[src/rtl/gmde_pkg.sv]
`timescale 1ns / 1ps
`default_nettype none
// ----------------------------------------------------------------------------
// gmde_pkg: shared types, constants and helpers
// Request/response bundles for the shared multiplier and divider, fixed-point
// constants and saturation helpers of the mixture density evaluator.
// ----------------------------------------------------------------------------
package gmde_pkg;

    localparam logic [2:0] CFG_COUNT   = 3'd0;
    localparam logic [2:0] CFG_WEIGHT0 = 3'd1;
    localparam logic [2:0] CFG_SIGMA0  = 3'd4;

    localparam logic [1:0] ST_OK   = 2'd0;
    localparam logic [1:0] ST_SAT  = 2'd1;
    localparam logic [1:0] ST_ZERO = 2'd2;

    localparam logic [31:0] LOG2E_Q31      = 32'd3098164009;
    localparam logic [30:0] LN2_Q31        = 31'd1488522236;
    localparam logic [31:0] LN2_Q32        = 32'd2977044472;
    localparam logic [30:0] INVSQRT2PI_Q32 = 31'd1713444047;
    localparam logic [31:0] ONE31          = 32'h8000_0000;
    localparam logic [63:0] LIM61          = 64'h2000_0000_0000_0000;
    localparam logic [47:0] OUT_MAX        = 48'h7FFF_FFFF_FFFF;
    localparam logic [47:0] OUT_MIN        = 48'h8000_0000_0000;

    typedef struct packed {
        logic        start;
        logic [63:0] op_a;
        logic [63:0] op_b;
    } t_mul_req;

    typedef struct packed {
        logic         done;
        logic [127:0] prod;
    } t_mul_rsp;

    typedef struct packed {
        logic        start;
        logic [95:0] dividend;
        logic [63:0] divisor;
        logic [6:0]  nbits;
    } t_div_req;

    typedef struct packed {
        logic        done;
        logic [63:0] quo;
        logic        ovf;
    } t_div_rsp;

    function automatic t_mul_req mul_go(input logic [63:0] a, input logic [63:0] b);
        mul_go = '{1'b1, a, b};
    endfunction

    function automatic t_div_req div_go(input logic [95:0] d, input logic [63:0] v,
                                        input logic [6:0] n);
        div_go = '{1'b1, d, v, n};
    endfunction

    // ceil(2^36 / k); (n * recip) >> 36 is floor(n / k) for any n below 2^32
    function automatic logic [36:0] horner_recip(input logic [3:0] k);
        case (k)
            4'd1:    horner_recip = 37'd68719476736;
            4'd2:    horner_recip = 37'd34359738368;
            4'd3:    horner_recip = 37'd22906492246;
            4'd4:    horner_recip = 37'd17179869184;
            4'd5:    horner_recip = 37'd13743895348;
            4'd6:    horner_recip = 37'd11453246123;
            4'd7:    horner_recip = 37'd9817068106;
            4'd8:    horner_recip = 37'd8589934592;
            4'd9:    horner_recip = 37'd7635497416;
            4'd10:   horner_recip = 37'd6871947674;
            4'd11:   horner_recip = 37'd6247225158;
            4'd12:   horner_recip = 37'd5726623062;
            default: horner_recip = 37'd0;
        endcase
    endfunction

    // (p >> sh), all ones when it does not fit 64 bits
    function automatic logic [63:0] mulshr(input logic [127:0] p, input int unsigned sh);
        logic [127:0] s;
        s = p >> sh;
        mulshr = (s[127:64] != 64'd0) ? '1 : s[63:0];
    endfunction

    // [48] clamp flag, [47:0] clamped value
    function automatic logic [48:0] sat48(input logic signed [63:0] v);
        if (v > 64'sh0000_7FFF_FFFF_FFFF) begin
            sat48 = {1'b1, OUT_MAX};
        end else if (v < 64'shFFFF_8000_0000_0000) begin
            sat48 = {1'b1, OUT_MIN};
        end else begin
            sat48 = {1'b0, v[47:0]};
        end
    endfunction

    function automatic logic [63:0] sat_add(input logic [63:0] a, input logic [63:0] b);
        logic [63:0] s;
        s = a + b;
        if (a[63] == b[63] && s[63] != a[63]) begin
            sat_add = a[63] ? 64'h8000_0000_0000_0000 : 64'h7FFF_FFFF_FFFF_FFFF;
        end else begin
            sat_add = s;
        end
    endfunction

    function automatic logic [63:0] lim61(input logic [63:0] q, input logic ovf);
        lim61 = (ovf || q > LIM61) ? LIM61 : q;
    endfunction

endpackage
`default_nettype wire

[src/rtl/gmde_mul.sv]
`timescale 1ns / 1ps
`default_nettype none
// ----------------------------------------------------------------------------
// gmde_mul: shared 64x64 multiplier
// Full 128-bit product from four 32x32 partial products, one per cycle,
// each registered before it is accumulated.
// ----------------------------------------------------------------------------
module gmde_mul
    import gmde_pkg::*;
(
    input  wire logic     i_clk,
    input  wire logic     i_rst_n,
    input  wire t_mul_req i_req,
    output t_mul_rsp      o_rsp
);

    logic         r_busy;
    logic [2:0]   r_cnt;
    logic [63:0]  r_a;
    logic [63:0]  r_b;
    logic [63:0]  r_prod;
    logic [1:0]   r_pidx;
    logic         r_pv;
    logic [127:0] r_acc;
    logic         r_done;

    logic [31:0]  w_ap;
    logic [31:0]  w_bp;
    logic [63:0]  w_pp;
    logic [127:0] w_term;

    assign w_ap = r_cnt[1] ? r_a[63:32] : r_a[31:0];
    assign w_bp = r_cnt[0] ? r_b[63:32] : r_b[31:0];
    assign w_pp = w_ap * w_bp;

    always_comb begin
        case (r_pidx)
            2'd0:    w_term = {64'd0, r_prod};
            2'd3:    w_term = {r_prod, 64'd0};
            default: w_term = {32'd0, r_prod, 32'd0};
        endcase
    end

    always_ff @(posedge i_clk) begin
        if (!i_rst_n) begin
            r_busy <= 1'b0;
            r_pv   <= 1'b0;
            r_done <= 1'b0;
            r_cnt  <= 3'd0;
        end else begin
            r_done <= 1'b0;
            if (i_req.start) begin
                r_a    <= i_req.op_a;
                r_b    <= i_req.op_b;
                r_cnt  <= 3'd0;
                r_busy <= 1'b1;
                r_pv   <= 1'b0;
                r_acc  <= '0;
            end else if (r_busy) begin
                if (r_cnt != 3'd4) begin
                    r_prod <= w_pp;
                    r_pidx <= r_cnt[1:0];
                    r_pv   <= 1'b1;
                    r_cnt  <= r_cnt + 3'd1;
                end else begin
                    r_pv <= 1'b0;
                end
                if (r_pv) begin
                    r_acc <= r_acc + w_term;
                    if (r_pidx == 2'd3) begin
                        r_done <= 1'b1;
                        r_busy <= 1'b0;
                    end
                end
            end
        end
    end

    assign o_rsp.done = r_done;
    assign o_rsp.prod = r_acc;

endmodule
`default_nettype wire

[config.mk]
export PLATFORM = sky130hd
export DESIGN_NAME = gmde_mul
export DESIGN_NICKNAME = d
export VERILOG_FILES = /design/src/rtl/gmde_pkg.sv /design/src/rtl/gmde_mul.sv
export SDC_FILE = /design/constraint.sdc
export NUM_CORES = 2
export LEC_CHECK = 0
export BUFFER_PORTS_ARGS = -buffer_cell sky130_fd_sc_hd__buf_2
export CAP_MARGIN = 25
export CORE_ASPECT_RATIO = 0.8
export CORE_MARGIN = 2
export CORE_UTILIZATION = 55
export CTS_CLUSTER_SIZE = 14
export DETAILED_ROUTE_END_ITERATION = 16
export GPL_TIMING_DRIVEN = 0
export PLACE_DENSITY = 0.7
export SYNTH_ARGS = -nofsm -noshare
export SYNTH_HDL_FRONTEND = slang
export SYNTH_SLANG_ARGS = --single-unit
[constraint.sdc]
create_clock -name i_clk -period 17.2 [get_ports i_clk]
set_input_delay 2.58 -clock i_clk [delete_from_list [all_inputs] [get_ports i_clk]]
set_output_delay 2.58 -clock i_clk [all_outputs]
set_load 0.01 [all_outputs]
## Word-level counts from Yosys, hierarchy flattened

Index checks and enable logic that the tools add are counted.

- Add/sub/neg operators: 2
- Multipliers: 1
- Divide/modulo/power cells: 0
- $lt $le $gt $ge: 0
- Eq/ne operators: 2
- Shift-type cells: 0
- Multiplexer cells: 11
- Bitwise gates (word level): 4
- Reduce and logical (&&, ||, !) cells: 9

Operator list:

| operator | number |
|---|---|
| 128-bit two-way mux | 2 |
| 128-bit case mux with 2 select lines | 1 |
| 128-bit adder | 1 |
| 32-bit by 32-bit multiplier with 64-bit output | 1 |
| 32-bit two-way mux | 2 |
| 1-bit two-way mux | 6 |
| 1-bit inverter | 4 |
| 2-bit AND reduction | 2 |
| 4-bit AND reduction | 1 |
| 2-bit nonzero test | 2 |
| 4-bit OR reduction | 1 |
| 3-bit by 1-bit adder with 3-bit output (second input constant) | 1 |
| 3-bit inequality test (second input constant) | 1 |
| 3-bit AND reduction | 1 |
| 2-bit == test (second input constant) | 1 |
| 2-bit logical NOT | 1 |
| 2-bit OR reduction | 1 |

- Register bits: 328
- Latch bits: 0
- Memory bits (writable): 0
- ROM bits: 0
- Output and inout bits: 129
- Word-level logic and storage cells: 38
- Memories kept: 0

## Longest topological paths before layout

- Depth in word-level cells: 5
- Mapped depth: 34
- Mapped depth without buffers: 30

## Worst setup path after synthesis

No wires, ideal clock.

- Path type: input to register
- Start point: input port i_req[128] in the netlist's numbering
- End point: register r_acc[0] (enable)
- Library setup time: 632 ps
- Arrival time: 8,817 ps
- Path slack: 7,752 ps
- Stages: 4
- Buffers on the path: 2
- Cell sequence: clkbuf_1 -> clkbuf_1 -> a21oi_1 -> nor2b_1

- Cells in the longest elaborated chain, start to end: 2

Ends and longest elaborated chain:

| item | line | source |
|---|---|---|
| from (decl) | gmde_mul.sv:13 | `input wire t_mul_req i_req,` |
| 2-bit nonzero test (no source line) | - |  |
| 3-bit AND reduction (no source line) * | - |  |
| to (signal assigned) | gmde_mul.sv:69 | `r_acc <= r_acc + w_term;` |
| to (decl) | gmde_mul.sv:24 | `logic [127:0] r_acc;` |

Every way passes the cells marked *; elsewhere a longest branch is shown, timed or not.
A chain may end at the register's enable or synchronous reset.

## Worst setup path in the final report

- Start point: register r_cnt[0]
- End point: register r_prod[63], data pin

- Cells in the longest elaborated chain, start to end: 2

Ends and longest elaborated chain:

| item | line | source |
|---|---|---|
| from (decl) | gmde_mul.sv:18 | `logic [2:0] r_cnt;` |
| from (signal assigned) | gmde_mul.sv:64 | `r_cnt <= r_cnt + 3'd1;` |
| 32-bit two-way mux | gmde_mul.sv:33 | `assign w_bp = r_cnt[0] ? r_b[63:32] : r_b[31:0];` |
| 32-bit by 32-bit multiplier with 64-bit output | gmde_mul.sv:34 | `assign w_pp = w_ap * w_bp;` |
| via w_pp[63] | gmde_mul.sv:29 | `logic [63:0] w_pp;` |
| to (signal assigned) | gmde_mul.sv:61 | `r_prod <= w_pp;` |
| to (decl) | gmde_mul.sv:21 | `logic [63:0] r_prod;` |

The timed path passes the listed nets, and every way through them passes these cells.

==> qor.yml <==
status: "finished clean"
start_util_pct: 55.7
final_antenna_net_count: 0
layout-drive-gt1-share_pct: 8.81
hold_path_depth: 0
hold_viol: 0
grt_use_total_pct: 43.8
clkTransAtPathRegs_ns: 0.06
relSlewSlack_pct: 17.0
die_area_mm2: 0.0992
grt_pass1_wl_um: 305000
antenna_found_initial: 15
dp_hpwl_um: 181000
worstPathRequired_ns: 17.57
io_buffer_count: 259
hp-class: "reg -> reg"
cts_resized: 0
ys_seq_elements: 328
worst_pin_slew_ns: 1.24
syn_inst: 5781
insertion_delay_ns: 0.64
die_h_um: 282
cts_tree: "done"
coreArea_mm2: 0.0954
worstSetupEndpointType: "flip-flop"
period_share_pct: 74.2
drt_wl_total_um: 217000
worstRegToRegCells: 30
dr_total_vias: 46300
synth-main-ff-cell: "edfxtp_1"
netlist-cell-type-count: 91
skew_ns: 0.0362
slowest_stage: "clkbuf_1"
ys.warnings.count: 0
cts.sinks: 328
grt_pass1_vias: 44700
rsz0062_at_grt: "false"
final_common_cell: "inv_1"
crit_path_frequent_cell: "fa_1"
setup_viol: 0
synthTopCellsByArea: "fa_1 34%, edfxtp_1 18%, ha_1 9.3%"
synth_nets: 7203
fin_crit_ns: 12.76
path_max_fanout: 10
syn_avg_cell_area_um2: 9.20
cts_buffers: 40
critPathKind: "reg -> reg"
die_w_um: 352
fmax_ghz: 0.0784
globalplace.congestion: 1.11
synth_area_leader_cell: "fa_1"
grt_max_degree: 77
setup_tns_ns: 0
syn_area_mm2: 0.0532
fp-row-count: 101
finalMaxSlewViolations: 0
synth_top_area_share_pct: 33.8
grt.overflow.total: 0
routedWlPerCell_um: 29.0
syn_to_final_growth_pct: 10.0
layout.nets: 7575
ios: 260
final_cell_mix: "944 x inv_1, 897 x fa_1, 819 x nor2_1"
cts_hold_buffers: 0
routed_via_density: 6.18
post-cts-setup-buffer-count: 0
max_cap_violations: 0
ys_seq_area_share_pct: 18.4
synthArstFlopShare_pct: 0
htreeDepth: 2
dr.pass1.iters: 8
max_stage_delay_ns: 0.94
synth-edff-count: 322
clockBufferDepth: 3
worstSetupStartpointType: "flip-flop"
drc: 0
crit_arrival_ns: 13.13
clockRootBuffer: "clkbuf_16"
drt-initial-drc-count: 5928
[kinds of logic after synthesis]
kind of cell               after synthesis  synth area share [%]
AOI/OAI and AO/OA                      788                  9.49
xor gates and xnor gates               171                  2.82
adders and majority gates             1291                  43.0
buffers and inverters                 1239                  9.01
DFF                                    328                  18.4
muxes                                  135                  2.71
and+or+nand+nor                       1829                  14.5
[routing by layer]
layer  vias to the layer above  share of wire (%)  track usage [%]  wire (µm)
li1                      19200                  -                -          -
met1                     23100                 39             60.9      85500
met2                      3377                 39             58.6      85700
met3                       616                 16             18.5      33700
met4                         6                5.5             20.4      11900
met5                         -               0.11             1.70        247
[registers in the layout (all words and copies together) (netlist names)]
| name | count |
|---|---|
| r_prod | 64 |
| r_busy | 1 |
| r_pv | 1 |
| r_b | 64 |
| r_cnt | 3 |
| r_pidx | 2 |
| r_a | 64 |
| r_acc | 128 |
| r_done | 1 |
[cell type report]
cell class | count | area (µm²)
multi-input cells | 4214 | 38700
fillers | 8269 | 36900
flip-flops and latches | 328 | 9790
inverters | 944 | 3540
repair buffers | 330 | 2250
well taps | 1287 | 1610
plain buffers | 295 | 1250
clock buffers | 46 | 1060
clock inverters | 28 | 289
diodes | 16 | 40.0
[per-stage QoR]
stage | util [%] | instance area, µm² | hold slack (ns) | setup WS (ns) | instances
5_1_grt | 61.3 | 58500 | 0.476 | 4.23 | 7474
6_report | 61.3 | 58500 | 0.473 | 4.44 | 7488
2_1_floorplan | - | 53200 | 0.432 | 7.75 | 5781
3_5_place_dp | 59.7 | 57000 | 0.456 | 4.89 | 7387
4_1_cts | 61.2 | 58300 | 0.471 | 4.84 | 7461
3_3_place_gp | 58.8 | 56100 | 0.451 | 3.82 | 7327
[cell usage after synthesis, types with 9 or more instances]
library cell	n
xor2_1	69
mux2i_1	64
buf_1	9
and4_1	9
o21bai_1	50
and2_1	78
nor3_1	35
buf_4	11
o211ai_1	12
a31oi_1	30
nor2b_1	28
a22o_1	31
a21boi_0	12
o31ai_1	13
o21ai_1	15
buf_6	10
o21ai_0	138
nor2_1	820
edfxtp_1	322
nand3_1	27
a211oi_1	13
or3_1	12
mux2_2	57
nand4_1	84
ha_1	394
xnor2_1	102
fa_1	897
a21oi_1	256
a21o_1	135
and3_1	15
inv_1	944
clkbuf_1	253
nand2_1	667
o21a_1	23
mux2_1	13
nand2b_1	13
[critical path: cells and delay by family (launching register included)]
family	cells	cell delay, ns
buf+inv	8	3.05
fa+ha+maj	9	4.68
mux	1	0.77
compound gates	8	2.90
xor+xnor	1	0.12
flops	1	0.36
simple gates	3	0.60
[path summary, 6_finish.rpt]
check / startpoint / endpoint / slack, ns
setup / recovery: r_cnt[0] / r_prod[63] / 4.44
hold reg to reg: r_cnt[1] / r_pidx[1] / 0.47
hold / removal: r_cnt[1] / r_pidx[1] / 0.47
setup reg to reg: r_cnt[0] / r_prod[63] / 4.44
Power is left out: the tool's default activity adds up to more than one toggle a clock period on the data nets, which glitch-free logic cannot reach.
