**src/rtl/gmde_pkg.sv**
```systemverilog
`timescale 1ns / 1ps
`default_nettype none
// ----------------------------------------------------------------------------
// gmde_pkg: shared types, constants and helpers
// Request/response bundles for the shared multiplier and divider, fixed-point
// constants and saturation helpers of the mixture density evaluator.
// ----------------------------------------------------------------------------
package gmde_pkg;

    localparam logic [2:0] CFG_COUNT   = 3'd0;
    localparam logic [2:0] CFG_WEIGHT0 = 3'd1;
    localparam logic [2:0] CFG_SIGMA0  = 3'd4;

    localparam logic [1:0] ST_OK   = 2'd0;
    localparam logic [1:0] ST_SAT  = 2'd1;
    localparam logic [1:0] ST_ZERO = 2'd2;

    localparam logic [31:0] LOG2E_Q31      = 32'd3098164009;
    localparam logic [30:0] LN2_Q31        = 31'd1488522236;
    localparam logic [31:0] LN2_Q32        = 32'd2977044472;
    localparam logic [30:0] INVSQRT2PI_Q32 = 31'd1713444047;
    localparam logic [31:0] ONE31          = 32'h8000_0000;
    localparam logic [63:0] LIM61          = 64'h2000_0000_0000_0000;
    localparam logic [47:0] OUT_MAX        = 48'h7FFF_FFFF_FFFF;
    localparam logic [47:0] OUT_MIN        = 48'h8000_0000_0000;

    typedef struct packed {
        logic        start;
        logic [63:0] op_a;
        logic [63:0] op_b;
    } t_mul_req;

    typedef struct packed {
        logic         done;
        logic [127:0] prod;
    } t_mul_rsp;

    typedef struct packed {
        logic        start;
        logic [95:0] dividend;
        logic [63:0] divisor;
        logic [6:0]  nbits;
    } t_div_req;

    typedef struct packed {
        logic        done;
        logic [63:0] quo;
        logic        ovf;
    } t_div_rsp;

    function automatic t_mul_req mul_go(input logic [63:0] a, input logic [63:0] b);
        mul_go = '{1'b1, a, b};
    endfunction

    function automatic t_div_req div_go(input logic [95:0] d, input logic [63:0] v,
                                        input logic [6:0] n);
        div_go = '{1'b1, d, v, n};
    endfunction

    // ceil(2^36 / k); (n * recip) >> 36 is floor(n / k) for any n below 2^32
    function automatic logic [36:0] horner_recip(input logic [3:0] k);
        case (k)
            4'd1:    horner_recip = 37'd68719476736;
            4'd2:    horner_recip = 37'd34359738368;
            4'd3:    horner_recip = 37'd22906492246;
            4'd4:    horner_recip = 37'd17179869184;
            4'd5:    horner_recip = 37'd13743895348;
            4'd6:    horner_recip = 37'd11453246123;
            4'd7:    horner_recip = 37'd9817068106;
            4'd8:    horner_recip = 37'd8589934592;
            4'd9:    horner_recip = 37'd7635497416;
            4'd10:   horner_recip = 37'd6871947674;
            4'd11:   horner_recip = 37'd6247225158;
            4'd12:   horner_recip = 37'd5726623062;
            default: horner_recip = 37'd0;
        endcase
    endfunction

    // (p >> sh), all ones when it does not fit 64 bits
    function automatic logic [63:0] mulshr(input logic [127:0] p, input int unsigned sh);
        logic [127:0] s;
        s = p >> sh;
        mulshr = (s[127:64] != 64'd0) ? '1 : s[63:0];
    endfunction

    // [48] clamp flag, [47:0] clamped value
    function automatic logic [48:0] sat48(input logic signed [63:0] v);
        if (v > 64'sh0000_7FFF_FFFF_FFFF) begin
            sat48 = {1'b1, OUT_MAX};
        end else if (v < 64'shFFFF_8000_0000_0000) begin
            sat48 = {1'b1, OUT_MIN};
        end else begin
            sat48 = {1'b0, v[47:0]};
        end
    endfunction

    function automatic logic [63:0] sat_add(input logic [63:0] a, input logic [63:0] b);
        logic [63:0] s;
        s = a + b;
        if (a[63] == b[63] && s[63] != a[63]) begin
            sat_add = a[63] ? 64'h8000_0000_0000_0000 : 64'h7FFF_FFFF_FFFF_FFFF;
        end else begin
            sat_add = s;
        end
    endfunction

    function automatic logic [63:0] lim61(input logic [63:0] q, input logic ovf);
        lim61 = (ovf || q > LIM61) ? LIM61 : q;
    endfunction

endpackage
`default_nettype wire

```
**src/rtl/gmde_div.sv**
```systemverilog
`timescale 1ns / 1ps
`default_nettype none
// ----------------------------------------------------------------------------
// gmde_div: shared restoring divider
// One quotient bit per cycle over the top nbits of a left-aligned 96-bit
// dividend; flags quotient bits lost above bit 63.
// ----------------------------------------------------------------------------
module gmde_div
    import gmde_pkg::*;
(
    input  wire logic     i_clk,
    input  wire logic     i_rst_n,
    input  wire t_div_req i_req,
    output t_div_rsp      o_rsp
);

    logic        r_busy;
    logic        r_done;
    logic [6:0]  r_cnt;
    logic [95:0] r_d;
    logic [63:0] r_den;
    logic [63:0] r_rem;
    logic [63:0] r_q;
    logic        r_ovf;

    logic [64:0] w_rs;
    logic [64:0] w_diff;
    logic        w_ge;

    assign w_rs   = {r_rem, r_d[95]};
    assign w_ge   = w_rs >= {1'b0, r_den};
    assign w_diff = w_rs - {1'b0, r_den};

    always_ff @(posedge i_clk) begin
        if (!i_rst_n) begin
            r_busy <= 1'b0;
            r_done <= 1'b0;
            r_cnt  <= 7'd0;
        end else begin
            r_done <= 1'b0;
            if (i_req.start) begin
                r_d    <= i_req.dividend;
                r_den  <= i_req.divisor;
                r_rem  <= '0;
                r_q    <= '0;
                r_ovf  <= 1'b0;
                r_cnt  <= i_req.nbits;
                r_busy <= 1'b1;
            end else if (r_busy) begin
                r_d   <= {r_d[94:0], 1'b0};
                r_rem <= w_ge ? w_diff[63:0] : w_rs[63:0];
                r_q   <= {r_q[62:0], w_ge};
                r_ovf <= r_ovf | r_q[63];
                r_cnt <= r_cnt - 7'd1;
                if (r_cnt == 7'd1) begin
                    r_done <= 1'b1;
                    r_busy <= 1'b0;
                end
            end
        end
    end

    assign o_rsp.done = r_done;
    assign o_rsp.quo  = r_q;
    assign o_rsp.ovf  = r_ovf;

endmodule
`default_nettype wire

```
**config.mk**
```make
export PLATFORM = sky130hd
export DESIGN_NAME = gmde_div
export DESIGN_NICKNAME = d
export VERILOG_FILES = /design/src/rtl/gmde_pkg.sv /design/src/rtl/gmde_div.sv
export SDC_FILE = /design/constraint.sdc
export NUM_CORES = 1
export LEC_CHECK = 0
export ABC_AREA = 0
export BUFFER_PORTS_ARGS = -buffer_cell sky130_fd_sc_hd__clkbuf_2
export CAP_MARGIN = 5
export CORE_UTILIZATION = 52
export DETAILED_ROUTE_END_ITERATION = 8
export PLACE_DENSITY = 0.78
export SYNTH_ARGS = -nofsm -noshare
export SYNTH_HDL_FRONTEND = slang
export SYNTH_SLANG_ARGS = --single-unit
```
**constraint.sdc**
```tcl
create_clock -name i_clk -period 7.07 [get_ports i_clk]
set_input_delay 1.0605 -clock i_clk [delete_from_list [all_inputs] [get_ports i_clk]]
set_output_delay 1.0605 -clock i_clk [all_outputs]
set_load 0.02 [all_outputs]
```
After elaboration in Yosys (flattened, before gate mapping):

Index checks and enable logic that the tools add are counted.

* flip-flop bits (word level): 298
* bits of input ports: 170
* output and inout bits: 66
* logic and storage cells: 31

* add/sub/neg operators: 2
* order comparisons: 1
* equality and inequality tests: 1
* mux-type cells: 12
* bitwise logic cells: 3
* reduce and logical (&&, ||, !) cells: 4

Operators with widths (count)
* 2-to-1 mux 64 bit: 3
* 2-to-1 mux 96 bit: 2
* >= comparator 65 x 64 -> 1 bit: 1
* subtractor 64 bit: 1
* 2-to-1 mux 7 bit: 2
* equality test 7 x 1 -> 1 bit, second input constant: 1
* subtractor 7 x 1 -> 7 bit, second input constant: 1
* 2-to-1 mux 1 bit: 5
* AND reduction 2 bit: 2
* OR reduction 3 bit: 1
* inverter 1 bit: 2
* nonzero test 2 bit: 1
* OR 1 bit: 1

Longest topological paths before layout:

Gate-level depths: netlist (run 1).

* depth after elaboration: 4
* mapped depth: 15
* gate-level depth less buffers: 13

Least setup slack after synthesis (run 1):

No wires, ideal clock.

* path kind: input to register
* start point: input i_req[167] (netlist bit)
* end point: register r_d[0], enable pin
* setup time: 606 ps
* arrival time: 6505 ps
* required time: 6464 ps
* setup slack: -41 ps
* stages: 3
* path buffers: 2
* cells stage by stage: clkbuf_1 -> clkbuf_8 -> o21a_1

* cells in the longest elaborated chain, start to end: 2

RTL lines
* from (decl): line gmde_div.sv:13 `input wire t_div_req i_req,`
* nonzero test 2 bit (no source line)
* AND reduction 2 bit (no source line)
* to (signal assigned): line gmde_div.sv:42 `r_d <= i_req.dividend;`
* to (signal assigned): line gmde_div.sv:50 `r_d <= {r_d[94:0], 1'b0};`
* to (decl): line gmde_div.sv:20 `logic [95:0] r_d;`

Every way passes these cells.
A chain may end at the register's enable or synchronous reset.

Final worst setup path (run 1):

* start point: register r_rem[5]
* end point: register r_rem[62], data pin

* cells in the longest elaborated chain, start to end: 3
* elaborated cells on any way between the ends: 4
* those cells by class: add/sub: 1; order compare: 1; mux: 2

RTL lines
* from (decl): line gmde_div.sv:22 `logic [63:0] r_rem;`
* from (signal assigned): line gmde_div.sv:51 `r_rem <= w_ge ? w_diff[63:0] : w_rs[63:0];`
* subtractor 64 bit / >= comparator 65 x 64 -> 1 bit (equally long branches): line gmde_div.sv:32, gmde_div.sv:31
* 2-to-1 mux 64 bit (*): line gmde_div.sv:51
* 2-to-1 mux 64 bit (*): line gmde_div.sv:49 `end else if (r_busy) begin`

Every way passes the cells marked *; elsewhere a longest branch is shown, timed or not. The select of a mux whose other input is x is not followed.

==> reports/results.tsv, run 1 <==
metric	value	unit
leakagePower	0.00750	uW
place_area	0.0174	mm2
drtAntennaViolNets	0	
yosysWarnings	0	
wl	36800	um
io_pins	236	
viasPerCell	5.66	
status	finished clean	
fin_tns_setup	0	ns
syn-instance-count	1385	
fin_nets	1825	
area_delta_synth_final	15.2	%
avgRoutedWirePerCell	18.3	um
cts-root-buf	clkbuf_16	
synth.avg_cell_area	11.6	um2
max-cap-violations	0	
synth_fp_nets	1622	
clock_latency	0.53	ns
core_area	0.0300	mm2
grt_pass1_wl	58200	um
ys.flop_type	edfxtp_1	
cts-buffers-inserted	34	
rr_worst_depth	12	
die_w	178	um
path_class	reg2reg	
cts_resized	0	
diodes	0	
clock_path_buffers	3	
grtUsageTotal	0.235	
register_area	0.00886	mm2
multi_input_area	0.00646	mm2
crit_path_end_kind	flip-flop	
synth_edf_count	289	
timing.final.max_slew_violations	0	
max-vdd-ir-drop	218	uV
drive_gt1_frac	0.268	
cp-endpoint	r_rem[62]	
cts_hold_buf	0	
postCtsSetupBuffers	0	
drt_iter0_markers	837	
antenna_found_initial	0	
dr_total_vias	11400	
dp_hpwl	25700	um
die_y	178	um
grt_overflow	0	
first_pass_iters	5	
layout_min_cycle_time	4.12	ns
place_congestion	0.915	
rsz0062_at_grt	false	
crit_required	7.34	ns
p_per_area	269	mW/mm2
skew	0.0140	ns
cp-startpoint	r_rem[5]	
fin_area	0.0185	mm2
port_buffers	235	
r2r_end	r_rem[62]	
r2r_slack	2.95	ns
clk_pin_slew	0.06	ns
final_cell_mix	edfxtp_1 (289), clkbuf_2 (234), nand2_1 (135)	
ys_async_sr_fraction	0	
finalCritPeriodShare	0.583	
slew_headroom	0.318	
fillers	2416	
final_common_cell	edfxtp_1	
setup_viol	0	
ys_types	79	
worst_slew_pin_slew	1.02	ns
ys_ff_latch	298	
crit_fanout	26	
seq_area_frac_synth	0.552	
core.rowCount	63	
cp_data_arrival_time	4.39	ns
start_util	0.536	
grt_max_degree	111	
cts_tree	done	
grt_pass1_vias	11500	
cts.sinks	298	
post-route-util	0.617	
fmax	243	MHz
r2r-start	r_rem[5]	
die_area	0.0316	mm2
htree_levels	2	
hold_viol_final	0	
min_path_type	reg2reg	
drc_errors	0	
netlist_area	0.0160	mm2
critPathLaunchType	flip-flop	
min_from	r_cnt[6]	
## metrics by stage
stage / power [uW] / worst slack (ns) / std cells / hold WS [ns]
global placement: 3230 / 3.05 / 1942 / 0.513
CTS: 4990 / 2.89 / 2004 / 0.545
finish: 4960 / 2.95 / 2004 / 0.543
detailed placement: 3260 / 2.93 / 1942 / 0.534
global route: 5180 / 2.67 / 2004 / 0.562
floorplan: 3020 / 2.28 / 1385 / 0.485
## area by class of cell
cell class,instances,share of cell area
Inverter,91,0.0185
Tap cell,390,0.0264
Clock buffer,40,0.0473
Multi-Input combinational cell,922,0.350
Sequential cell,298,0.480
Timing Repair Buffer,241,0.0673
Clock inverter,22,0.0111
## flip-flops by register name, summed over array words and instances, names as in the netlist
signal  cells
r_q        64
r_busy      1
r_done      1
r_den      64
r_cnt       7
r_ovf       1
r_rem      64
r_d        96
## logic make-up after synthesis
family	Yosys count	synth area share
simple gates	391	0.124
compound gates	309	0.126
flops	298	0.552
buf+inv	165	0.0457
mux	97	0.0679
fa+ha+maj	67	0.0527
xor+xnor	58	0.0317
## critical path: stages, from the launching register on
cell and delay, ns:
edfxtp_1 0.41, ha_1 0.39, and4_1 0.25, o2111ai_1 0.12, nand3_1 0.23, o31ai_1 0.43, a21oi_2 0.12, nor3_2 0.33
nor2_4 0.10, a21oi_4 0.64, buf_4 0.44, nor4b_2 0.09, a311o_1 0.33
## worst min path at each step
| stage | end | slack (ns) | depth (start not counted) |
|---|---|---|---|
| after CTS | r_busy | 0.54 | 2 |
| after global placement | r_busy | 0.51 | 2 |
| after global routing | r_d[4] | 0.56 | 1 |
| final | r_busy | 0.54 | 2 |
| after detailed placement | r_busy | 0.53 | 2 |
| after floorplan | r_busy | 0.48 | 2 |
## metal layers
layer  GRT usage  vias to the layer above  part of all wire
met3      0.0713                       76             0.090
met2       0.386                      431              0.47
met1       0.300                     5373              0.42
li1            -                     5470                 -
met4      0.0673                        0             0.024
met5           0                        -                 0
## Yosys cell counts (all sizes together), types with 4 or more instances
cell type  number  area share
a211oi         28       0.013
dfxtp           9       0.011
o21a            6      0.0028
ha             66       0.051
xnor2          37       0.020
and4            7      0.0039
nand2b          6      0.0025
inv            91       0.021
and3            9      0.0038
clkbuf         43       0.011
nor2b          69       0.027
nand2         145       0.035
o21bai         14      0.0066
a21oi         124       0.042
a221oi          4      0.0022
nor3b           4      0.0019
nand4          27       0.011
xor2           21       0.011
o21ai          53       0.017
nor3           17      0.0056
nand3          16      0.0050
or4             4      0.0020
nor2           65       0.016
and2            7      0.0027
or3             4      0.0016
o211ai          6      0.0028
nor4b           4      0.0026
o31ai           6      0.0028
mux2           95       0.067
buf            29       0.011
edfxtp        289        0.54
a21o           35       0.017
## where the power goes
| group | total (uW) | switching [uW] | internal (uW) |
|---|---|---|---|
| clock | 1720 | 744 | 976 |
| combinational | 1070 | 644 | 426 |
| sequential | 2170 | 58.8 | 2110 |
Power figures use the tool's default switching activity.
==> inputs of run 2 (changes only) <==
clock period = 3.51 ns   (was 7.07 ns; I/O delays follow)
==> reports/results.tsv, run 2 (synthesized netlist as in run 1, its figures left out) <==
metric	value	unit
drive_gt1_frac	0.303	
slowest_delay	0.42	ns
path_class	reg2reg	
cts_hold_buf	0	
cts.sinks	298	
fin_nets	1876	
wl	37400	um
crit_required	3.75	ns
antenna_found_initial	1	
max-vdd-ir-drop	498	uV
leakagePower	0.00779	uW
avgRoutedWirePerCell	18.2	um
critPathLaunchType	flip-flop	
skew	0.0121	ns
worst_slew_pin_slew	0.867	ns
grt_pass1_vias	11600	
die_y	178	um
hold_viol_final	0	
max-cap-violations	0	
largest_register	r_d	
crit_fanout	7	
setup_viol	0	
grt_overflow	0	
rsz0062_at_grt	true	
status	finished clean	
first_pass_iters	5	
min_path_type	in2reg	
clock_latency	0.52	ns
core_area	0.0300	mm2
dr_total_vias	11500	
die_w	178	um
area_delta_synth_final	19.0	%
crit_path_frequent_cell	buf_4	
path_buf_inv	2	
multi_input_area	0.00663	mm2
post-route-util	0.637	
die_area	0.0316	mm2
fmax	296	MHz
fillers	2341	
path_cells	ha_2, and4_1, o2111ai_1, nand3_1, a311oi_1, buf_4, o41ai_4, a31o_4, a21boi_1, buf_4, a221o_1, o21ai_1, a21oi_1	
largest_reg_flops	96	
layout_min_cycle_time	3.38	ns
finalCritPeriodShare	0.963	
final_common_cell	edfxtp_1	
timing.final.max_slew_violations	0	
slew_headroom	0.422	
grt_pass1_wl	59100	um
cts_tree	done	
clk_pin_slew	0.06	ns
cts-buffers-inserted	34	
drtAntennaViolNets	0	
crit_path_end_kind	flip-flop	
cts-root-buf	clkbuf_16	
clock_path_buffers	3	
p_per_area	534	mW/mm2
register_area	0.00886	mm2
drt_iter0_markers	909	
port_buffers	235	
grt_max_degree	157	
drc_errors	0	
whs	0.178	ns
io_pins	236	
start_util	0.536	
grtUsageTotal	0.239	
final_cell_mix	edfxtp_1 (289), clkbuf_2 (234), nand2_1 (135)	
crit_path_top_delay_cell	ha_2	
critPathTopFamily	compound AO/OA/AOI/OAI gates	
dp_hpwl	26300	um
place_congestion	0.917	
htree_levels	2	
core.rowCount	63	
diodes	0	
cp_data_arrival_time	3.62	ns
viasPerCell	5.61	
run 2: changes by cell type in the layout (fill, tap and decap cells not counted), sizes merged:
cell      previous run  this run
clkinv              17        10
buf                  6        57
inv                 94        92
clkbuf             275       280
clkinvlp             0         3
run 2: power breakdown:
part / leakage [uW] / internal (uW) / switching [uW]
logic: 0.00442 / 1020 / 1370
clock network: 0.000514 / 1980 / 1450
registers: 0.00285 / 4260 / 120
total: 0.00779 / 7260 / 2940
run 2: final cells by class:
cell class | instances | share of cell area
clock buffer | 45 | 0.0472
multi-input combinational | 922 | 0.347
timing repair buffer | 292 | 0.0897
inverter | 91 | 0.0179
sequential | 298 | 0.464
tap | 390 | 0.0256
clock inverter | 16 | 0.00845
run 2: routing by layer:
layer	part of all wire	global-route usage	up-vias
met5	0.00035	0	-
met4	0.020	0.0677	2
met3	0.092	0.0765	54
met2	0.47	0.393	427
met1	0.42	0.303	5465
li1	-	-	5570
run 2: path summary, 6_finish.rpt:
| path | from | to | slack, ns | cells after the start |
|---|---|---|---|---|
| setup reg to reg | r_rem[6] | r_rem[63] | 0.13 | 13 |
| setup / recovery | r_rem[6] | r_rem[63] | 0.13 | 13 |
| hold / removal | i_req[55] | r_den[48] | 0.18 | 1 |
| hold reg to reg | r_d[90] | r_d[91] | 0.55 | 1 |
run 2: worst register-to-register path, stage by stage (launching register included):
cell and delay [ns]:
edfxtp_1 0.41, ha_2 0.42, and4_1 0.25, o2111ai_1 0.15, nand3_1 0.23, a311oi_1 0.14
buf_4 0.18, o41ai_4 0.31, a31o_4 0.25, a21boi_1 0.08, buf_4 0.15, a221o_1 0.31
o21ai_1 0.14, a21oi_1 0.07
run 2: per-stage QoR:
stage / area [um2] / instances / worst slack (ns) / total power, uW / TNS [ns]
final: 19100 / 2054 / 0.130 / 10200 / 0
after global routing: 19100 / 2054 / -0.0259 / 10700 / -0.0470
after CTS: 18900 / 2044 / -0.0319 / 10200 / -0.0319
after detailed placement: 17800 / 1982 / -0.0614 / 6720 / -0.120
after global placement: 17800 / 1982 / 0.0467 / 6670 / 0
after floorplan: 16000 / 1385 / 0.272 / 6070 / 0
run 2: timing repair:
action | CTS | global route
resized for setup | 1 | 34
pin swaps | 1 | 13
setup endpoints to repair | 3 | 61
buffers inserted | 1 | 10
